[config.mk]
export PLATFORM = sky130hd
export DESIGN_NAME = frp_ctrl
export DESIGN_NICKNAME = d
export VERILOG_FILES = /design/src/sv/frp_pkg.sv /design/src/sv/frp_ctrl.sv
export SDC_FILE = /design/constraint.sdc
export NUM_CORES = 1
export LEC_CHECK = 0
export BUFFER_PORTS_ARGS = -buffer_cell sky130_fd_sc_hd__buf_4
export CAP_MARGIN = 20
export CORE_ASPECT_RATIO = 0.75
export CORE_MARGIN = 3
export CORE_UTILIZATION = 24
export DETAILED_ROUTE_END_ITERATION = 6
export SETUP_SLACK_MARGIN = 0.05
export SKIP_LAST_GASP = 1
export SLEW_MARGIN = 10
export SYNTH_ARGS = -nofsm -noshare
export SYNTH_HDL_FRONTEND = slang
export SYNTH_SLANG_ARGS = --single-unit
[constraint.sdc]
create_clock -name clk_i -period 5.8 [get_ports clk_i]
set_clock_uncertainty 0.2 [all_clocks]
set_input_delay 0.58 -clock clk_i [delete_from_list [all_inputs] [get_ports clk_i]]
set_output_delay 0.58 -clock clk_i [all_outputs]
set_load 0.01 [all_outputs]
[src/sv/frp_pkg.sv]
// ----------------------------------------------------------------------------
// frp_pkg
// Shared constants and types of the frame reverse ping-pong unit.
// ----------------------------------------------------------------------------
package frp_pkg;

  // Pixels per bank and the widths that follow from it.
  localparam int unsigned FRAME_PIXELS = 65536;
  localparam int unsigned POS_W        = $clog2(FRAME_PIXELS);
  localparam int unsigned ADDR_W       = POS_W + 1;
  localparam int unsigned RAM_DEPTH    = 2 * FRAME_PIXELS;

  localparam int unsigned LANE_W       = 32;
  localparam int unsigned PIX_W        = 4 * LANE_W;
  localparam int unsigned CFG_W        = 17;

  localparam logic [POS_W-1:0] LAST_RESET = POS_W'(FRAME_PIXELS - 1);

  // Input item codes.
  localparam logic ACT_LOAD  = 1'b0;
  localparam logic ACT_DRAIN = 1'b1;

  // Per-item request from the sequencer to the bank memory and output side.
  typedef struct packed {
    logic              emit;
    logic              frame_end;
    logic [ADDR_W-1:0] rd_addr;
    logic              wr_en;
    logic [ADDR_W-1:0] wr_addr;
  } frp_req_t;

endpackage

[src/sv/frp_ctrl.sv]
// ----------------------------------------------------------------------------
// frp_ctrl
// Frame sequencer: frame size register, bank swap, load and drain positions.
// ----------------------------------------------------------------------------
module frp_ctrl import frp_pkg::*; (
  input  logic             clk_i,
  input  logic             rst_ni,
  input  logic             cfg_we_i,
  input  logic [CFG_W-1:0] cfg_data_i,
  input  logic             accept_i,
  input  logic             action_i,
  output frp_req_t         req_o
);

  logic [POS_W-1:0] last_q, last_d;
  logic             fill_bank_q, fill_bank_d;
  logic [POS_W-1:0] load_pos_q, load_pos_d;
  logic             held_q, held_d;
  logic             draining_q, draining_d;
  logic [POS_W-1:0] drain_pos_q, drain_pos_d;

  // Clamp the frame size to 1..FRAME_PIXELS and keep it as the last index.
  always_comb begin
    last_d = last_q;
    if (cfg_we_i) begin
      if (cfg_data_i == '0) begin
        last_d = '0;
      end else if (32'(cfg_data_i) > 32'(FRAME_PIXELS)) begin
        last_d = LAST_RESET;
      end else begin
        last_d = POS_W'(cfg_data_i - CFG_W'(1));
      end
    end
  end

  always_comb begin
    logic [POS_W-1:0] pos;
    pos         = '0;
    fill_bank_d = fill_bank_q;
    load_pos_d  = load_pos_q;
    held_d      = held_q;
    draining_d  = draining_q;
    drain_pos_d = drain_pos_q;
    req_o       = '0;

    if (cfg_we_i) begin
      fill_bank_d = 1'b0;
      load_pos_d  = '0;
      held_d      = 1'b0;
      draining_d  = 1'b0;
      drain_pos_d = '0;
    end else if (accept_i) begin
      if (action_i == ACT_DRAIN) begin
        if (draining_q || held_q) begin
          // continue from the pixels already mirrored out
          pos = draining_q ? drain_pos_q : load_pos_q;
          if (pos > last_q) begin
            fill_bank_d = 1'b0;
            load_pos_d  = '0;
            held_d      = 1'b0;
            draining_d  = 1'b0;
            drain_pos_d = '0;
          end else begin
            req_o.emit      = 1'b1;
            req_o.frame_end = (pos == last_q);
            req_o.rd_addr   = {~fill_bank_q, last_q - pos};
            if (pos == last_q) begin
              load_pos_d  = '0;
              held_d      = 1'b0;
              draining_d  = 1'b0;
              drain_pos_d = '0;
            end else begin
              draining_d  = 1'b1;
              drain_pos_d = pos + POS_W'(1);
            end
          end
        end
      end else if (!draining_q) begin
        pos = (load_pos_q > last_q) ? '0 : load_pos_q;
        req_o.emit      = held_q;
        req_o.frame_end = (pos == last_q);
        req_o.rd_addr   = {~fill_bank_q, last_q - pos};
        req_o.wr_en     = 1'b1;
        req_o.wr_addr   = {fill_bank_q, pos};
        if (pos == last_q) begin
          load_pos_d  = '0;
          fill_bank_d = ~fill_bank_q;
          held_d      = 1'b1;
        end else begin
          load_pos_d  = pos + POS_W'(1);
        end
      end
    end
  end

  always_ff @(posedge clk_i or negedge rst_ni) begin
    if (!rst_ni) begin
      last_q      <= LAST_RESET;
      fill_bank_q <= 1'b0;
      load_pos_q  <= '0;
      held_q      <= 1'b0;
      draining_q  <= 1'b0;
      drain_pos_q <= '0;
    end else begin
      last_q      <= last_d;
      fill_bank_q <= fill_bank_d;
      load_pos_q  <= load_pos_d;
      held_q      <= held_d;
      draining_q  <= draining_d;
      drain_pos_q <= drain_pos_d;
    end
  end

endmodule
==> impl_metrics.ini, run 1 <==
[run_status]
status = finished, final reports clean

[place]
pre_cts_slack_ps = 267.8
gp_congestion = 0.9291
dp_hpwl_mm = 15.39
port_buffers = 58
dpl.cell_count = 1005

[synthesis]
syn_area_per_cell_um2 = 8.073
yosysTopAreaCellShare_pct = 16.29
synth_ff_type = dfrtp_1
yosys_warnings = 0
syn-cell-area_um2 = 5376
syn_nets = 742
synth_cells = 666
synth_seq_cells = 51
synth_edf_count = 0
post_synth_num_cell_types = 73
post-synth-top-count-cell = nand2_1
ys_seq_area_share_pct = 24.11
synthArstFlopShare_pct = 100.0
yosys-top-cells-count = nand2_1 (69), nor2_1 (61), o21ai_0 (53)
synth_top_area_cell = dfrtp_1
ys_top_cells_by_area = dfrtp_1 (16%), ha_1 (12%), dfstp_2 (7.8%), xor2_1 (5.2%), o21ai_0 (4.9%)

[floorplanning]
die_height_um = 135.6
core_um2 = 21580
dieWidth_um = 178.8
start_util_pct = 24.91
dieArea_um2 = 24250
rows = 46
num_io_pins = 59

[sta]
fmax_mhz = 178.6
tns_ps = 0
hold_ws_ps = 111.5
fin_crit_ps = 5599
setup_viol = 0
drv_slew = 0
relSlewSlack_pct = 38.27
max_slew.worst_pin.slew_ps = 925.9
hold_viol_final = 0
setup_ws_ps = 201.2
rsz0062_at_grt = false
post-route-period-util_pct = 96.53

[critical_path]
ff2ff_path_depth = 18
crit_fanout = 6
start_kind = register
worstSetupPathType = register to output port
rr_endpoint = load_pos_q[14]$_DFFE_PN0P_
end_kind = output port
reg2reg_from = last_q[12]$_DFFE_PN1P_
required_ps = 5020
r2r_setup_slack_ps = 710
cp.arrival_ps = 4820

[drt]
ant_nets = 0
wl_per_cell_um = 18.80
dr.pass1.iters = 5
drt-initial-drc-count = 571
wirelength_mm = 19.27
viasPerCell = 5.234
drc = 0
via_count = 5365

[clocking]
insertion_delay_ps = 310
clockBufferDepth = 2
path_clk_slew_ps = 70
cts_buffers = 5
cts-root-buf = clkbuf_16
htreeDepth = 2
cts_tree = yes
clock-sinks = 51

[layout]
nets = 812
num_antenna_cells = 0
fin_cells = 1025
post-route-util_pct = 30.20
drive_gt1_share_pct = 20.62
syn2layout_area_growth_pct = 21.22

[power_and_ir_drop]
internal_power_w = 0.0006799
p_per_area_nw_per_um2 = 162.6
p_sw_w = 0.0003796
p_leak_nw = 2.737
combPwrFrac_pct = 33.6
sw_frac_of_total_pct = 35.83
pwr-share-clk_pct = 29.6
p_seq_share_pct = 36.8
ir_worst_vdd_uv = 101.5

[global_routing]
grt_usage_pct = 15.81
overflow = 0
grt_pass1_wl_mm = 29.63
grt_max_degree = 52
grt_antenna_before_repair = 0
grt_pass1_vias = 4977

[hold_path]
min-delay-path-class = primary input to asynchronous set/reset pin

[flow_run]
max-cap-violations = 0
==> layout by cell type (no fill, tap or decap), types with 7 or more instances in the layout <==
cell / instances
a22o_1: 9
o21ai_0: 53
nor2_1: 61
dfrtp_1: 35
a21oi_1: 25
inv_1: 40
buf_4: 89
o22ai_1: 12
a21o_1: 14
dfstp_2: 16
ha_1: 48
nor4_1: 7
xnor2_1: 23
nand4_1: 21
o211ai_1: 13
nand2_1: 68
mux2i_1: 15
nand3_1: 9
o21a_1: 10
and3_1: 16
xor2_1: 32
==> power groups by stage <==
stage          combinational, W  sequential (W)  clock [W]
2_1_floorplan          0.000230        0.000391          0
3_3_place_gp           0.000331        0.000400          0
3_5_place_dp           0.000330        0.000400          0
4_1_cts                0.000332        0.000394   0.000316
5_1_grt                0.000391        0.000392   0.000333
6_report               0.000356        0.000390   0.000314
==> critical path, cell delays in order, from the launching register on <==
cell and delay, ps:
dfstp_2 530, inv_1 60, ha_1 320, nand4_1 150
buf_4 190, a2111oi_4 360, nor3_2 80, or2_4 290
nand2_1 190, ha_1 310, nor2b_4 150, o31a_1 270
o41a_1 360, a41o_1 270, o21a_1 220, a31oi_2 200
xnor2_1 80, a22o_1 310, buf_4 170
==> flip-flops by register name (all words and copies together), names as in the netlist <==
| name | cells |
|---|---|
| drain_pos_q | 16 |
| last_q | 16 |
| load_pos_q | 16 |
| draining_q | 1 |
| fill_bank_q | 1 |
| held_q | 1 |
==> through the flow <==
step | power, W | instance area [um2]
final | 0.001059 | 6518
after global routing | 0.001116 | 6518
after CTS | 0.001042 | 6362
after detailed placement | 0.0007304 | 6198
after global placement | 0.0007310 | 6198
after floorplan | 0.0006212 | 5376
==> how the worst max path moves through the flow <==
stage,start,to,cells after the start
floorplan,last_q[1]$_DFFE_PN1P_,req_o[32],22
global placement,last_q[15]$_DFFE_PN1P_,req_o[32],21
detailed placement,last_q[1]$_DFFE_PN1P_,req_o[32],21
CTS,last_q[1]$_DFFE_PN1P_,req_o[32],21
global route,last_q[5]$_DFFE_PN1P_,req_o[33],19
finish,last_q[15]$_DFFE_PN1P_,req_o[33],18
==> metal layers <==
| metal | routed length [um] | vias up | track usage, % |
|---|---|---|---|
| met1 | 9592 | 2563 | 25.46 |
| met2 | 7476 | 224 | 21.08 |
| li1 | - | 2566 | - |
| met4 | 103 | 0 | 2.206 |
| met3 | 2101 | 12 | 3.894 |
| met5 | 0 | - | 0 |
==> repair_timing <==
item / in CTS / in global routing
buffers inserted: 0 / 11
hold buffers: 0 / 0
endpoints found under the setup margin: 3 / 7
gates resized for setup: 3 / 10
pin swaps: 0 / 7
==> cells by family after synthesis <==
logic type | count (synthesis) | share of synthesized area (%)
adder cells (fa/ha/maj) | 54 | 12.85
multiplexers | 15 | 2.793
AO/OA/AOI/OAI | 191 | 24.23
XOR/XNOR | 55 | 8.960
AND/OR/NAND/NOR | 234 | 22.11
flip-flops | 51 | 24.11
buffers and inverters | 66 | 4.957
==> area by class of cell <==
class | instances | area (um2)
Clock inverter | 3 | 18.77
Fill cell | 2334 | 15070
Timing Repair Buffer | 89 | 668.1
Sequential cell | 51 | 1296
Clock buffer | 5 | 125.1
Inverter | 40 | 150.1
Multi-Input combinational cell | 549 | 3899
Tap cell | 288 | 360.3
Power figures use the tool's default switching activity.
==> run 2, diff against run 1 <==
--- a/config.mk
+++ b/config.mk
@@ -5,11 +5,13 @@
 export SDC_FILE = /design/constraint.sdc
 export NUM_CORES = 1
 export LEC_CHECK = 0
+export ABC_AREA = 1
 export BUFFER_PORTS_ARGS = -buffer_cell sky130_fd_sc_hd__buf_4
 export CAP_MARGIN = 20
 export CORE_ASPECT_RATIO = 0.75
 export CORE_MARGIN = 3
 export CORE_UTILIZATION = 24
+export CTS_CLUSTER_SIZE = 12
 export DETAILED_ROUTE_END_ITERATION = 6
 export SETUP_SLACK_MARGIN = 0.05
 export SKIP_LAST_GASP = 1
==> impl_metrics.ini, run 2 <==
[run_status]
status = complete, but fails checks
failed_checks = design-rule violations

[place]
dp_hpwl_mm = 16.43
port_buffers = 58
dpl_cell_area_um2 = 6262
gp_congestion = 0.9525

[synthesis]
synth_top_area_cell = dfrtp_1
muxShareOfSynthArea_pct = 0.1807
synth_top_family_by_area = simple AND/OR/NAND/NOR gates
synthSimpleGateAreaFrac_pct = 30.36
synthAdderAreaFrac_pct = 12.47
synth_ff_type = dfrtp_1
syn_area_per_cell_um2 = 6.602
syn_nets = 915
ys_seq_area_share_pct = 23.40
synth_seq_cells = 51
synth_cells = 839
syn-cell-area_um2 = 5539
post-synth-top-count-cell = nand2_1
synth_edf_count = 0
yosysTopAreaCellShare_pct = 15.81
yosys-top-cells-count = nand2_1 (181), inv_1 (126), nor2_1 (89)
post_synth_num_cell_types = 51
yosys_warnings = 0
synth-xor-area-share_pct = 3.795
synthArstFlopShare_pct = 100.0
synth-compound-area-share_pct = 18.86
ys_top_cells_by_area = dfrtp_1 (16%), nand2_1 (12%), ha_1 (12%), inv_1 (8.5%), dfstp_2 (7.6%)

[sta]
tns_ps = 0
fin_crit_ps = 5359
max_slew.worst_pin.slew_ps = 853.0
post-route-period-util_pct = 92.40
hold_viol_final = 0
relSlewSlack_pct = 43.13
rsz0062_at_grt = false
fmax_mhz = 186.6
setup_viol = 0
drv_slew = 0
hold_ws_ps = 107.2

[clocking]
cts-root-buf = clkbuf_16
cts_tree = yes
path_clk_slew_ps = 70
clock-sinks = 51
insertion_delay_ps = 300
hold_buffers = 0
post-cts-setup-buffers = 0
htreeDepth = 2
cts_buffers = 5
clockBufferDepth = 2

[global_routing]
overflow = 0
grt_antenna_before_repair = 0
grt_pass1_wl_mm = 30.86
grt_usage_pct = 15.81
grt_pass1_vias = 5328
grt_max_degree = 52

[drt]
wirelength_mm = 19.69
drt-initial-drc-count = 648
dr.pass1.iters = 7
ant_nets = 0
wl_per_cell_um = 16.59
drc = 2
via_count = 5817
viasPerCell = 4.901

[layout]
drive_gt1_share_pct = 13.21
fill_cells = 2502
fin_area_um2 = 6405
most-common-layout-cells = nand2_1 (181), inv_1 (126), nor2_1 (89)
num_antenna_cells = 0
final_common_cell = nand2_1
syn2layout_area_growth_pct = 15.63
nets = 968
reg.largest.list = drain_pos_q x16, last_q x16, load_pos_q x16

[critical_path]
cp.arrival_ps = 4580
start_kind = register
cp_slowest_cell = dfstp_2
required_ps = 5020
ff2ff_path_depth = 17
reg2reg_from = last_q[15]$_DFFE_PN1P_
end_kind = output port
r2r_setup_slack_ps = 1400
rr_endpoint = load_pos_q[12]$_DFFE_PN0P_
crit_path_frequent_cell = nand2_1
worstSetupPathType = register to output port
crit_chain = inv_1 -> ha_1 -> nand4_1 -> nor2_1 -> nand4_1 -> nand2_4 -> nand2_1 -> inv_1 -> ha_1 -> inv_1 -> fa_1 -> nand3_1 -> nand2_1 -> nand2_1 -> nand2_1 -> a21boi_0 -> o21ai_0 -> nand2_1 -> nand2_1 -> nand2_1 -> nand3_1 -> a21oi_1 -> buf_4
crit_fanout = 27
critical_path.max_stage_delay_ps = 570

[power_and_ir_drop]
ir_worst_vdd_uv = 129.2
finalPower_w = 0.001007
p_per_area_nw_per_um2 = 157.3
p_leak_nw = 3.028

[floorplanning]
die_height_um = 137.6
dieArea_um2 = 24960
dieWidth_um = 181.4
num_io_pins = 59
core_um2 = 22350
rows = 47
start_util_pct = 24.79

[flow_run]
max-cap-violations = 0

[hold_path]
min-delay-path-class = primary input to asynchronous set/reset pin
==> run 2: cell count changes after synthesis, sizes merged, moves of 15 or more <==
| cell | delta |
|---|---|
| a21oi | +23 |
| and3 | -16 |
| inv | +92 |
| nand2 | +116 |
| nand3 | +38 |
| nor2 | +32 |
| o22ai | +17 |
| xnor2 | -16 |
| xor2 | -15 |
==> run 2: stage by stage <==
step	utilization [%]	instances	worst slack (ps)
after floorplan	-	839	1577
after global placement	28.02	1179	869.3
after detailed placement	28.02	1179	768.4
after CTS	28.64	1187	435.2
after global routing	28.66	1187	99.45
final	28.66	1187	441.0
==> run 2: final cells by class <==
class / count / area, um2 / area share, %
Tap cell: 294 / 367.9 / 5.743
Multi-Input combinational cell: 639 / 3642 / 56.87
Timing Repair Buffer: 61 / 457.9 / 7.150
Clock buffer: 7 / 132.6 / 2.071
Clock inverter: 1 / 5.005 / 0.07814
Sequential cell: 51 / 1296 / 20.24
Inverter: 134 / 503.0 / 7.853
==> run 2: worst max path at each step <==
| stage | slack, ps | to | startpoint | cells after the start |
|---|---|---|---|---|
| after floorplan | 1580 | req_o[33] | last_q[1]$_DFFE_PN1P_ | 24 |
| after global placement | 870 | req_o[32] | last_q[15]$_DFFE_PN1P_ | 24 |
| after detailed placement | 770 | req_o[32] | last_q[15]$_DFFE_PN1P_ | 23 |
| after CTS | 440 | req_o[32] | last_q[15]$_DFFE_PN1P_ | 23 |
| after global routing | 100 | req_o[30] | last_q[15]$_DFFE_PN1P_ | 21 |
| final | 440 | req_o[32] | last_q[15]$_DFFE_PN1P_ | 23 |
==> run 2: power breakdown <==
group | total (W) | internal (W) | switching (W) | leakage, nW
registers | 0.000393 | 0.000377 | 0.0000160 | 0.656
clock network | 0.000296 | 0.000160 | 0.000136 | 0.0679
logic | 0.000318 | 0.000115 | 0.000204 | 2.30
total | 0.00101 | 0.000652 | 0.000356 | 3.03
==> run 2: timing repair <==
item | in CTS | in global routing
resized for setup | 0 | 1
endpoints found under the setup margin | 0 | 4
endpoints found under the hold margin | 0 | 0
==> run 2: cell families (layout without fill, tap and decap cells) <==
family	Yosys count	count (layout)
simple gates	381	381
compound gates	179	179
buf+inv	149	203
fa+ha+maj	54	54
flops	51	51
xor+xnor	24	24
mux	1	1
==> run 2: critical path: cells and delay by family, from the launching register on <==
family	cells	cell delay (ps)
DFF	1	570
adders and majority gates	3	890
and+or+nand+nor	13	1630
AOI/OAI and AO/OA	3	750
buffers and inverters	4	430
==> run 2: routing by layer <==
metal / up-vias / global-route usage (%) / share of wire (%)
li1: 2905 / - / -
met1: 2669 / 24.55 / 51
met2: 227 / 22.53 / 40
met3: 16 / 3.589 / 8.2
met4: 0 / 2.156 / 0.97
met5: - / 0 / 0
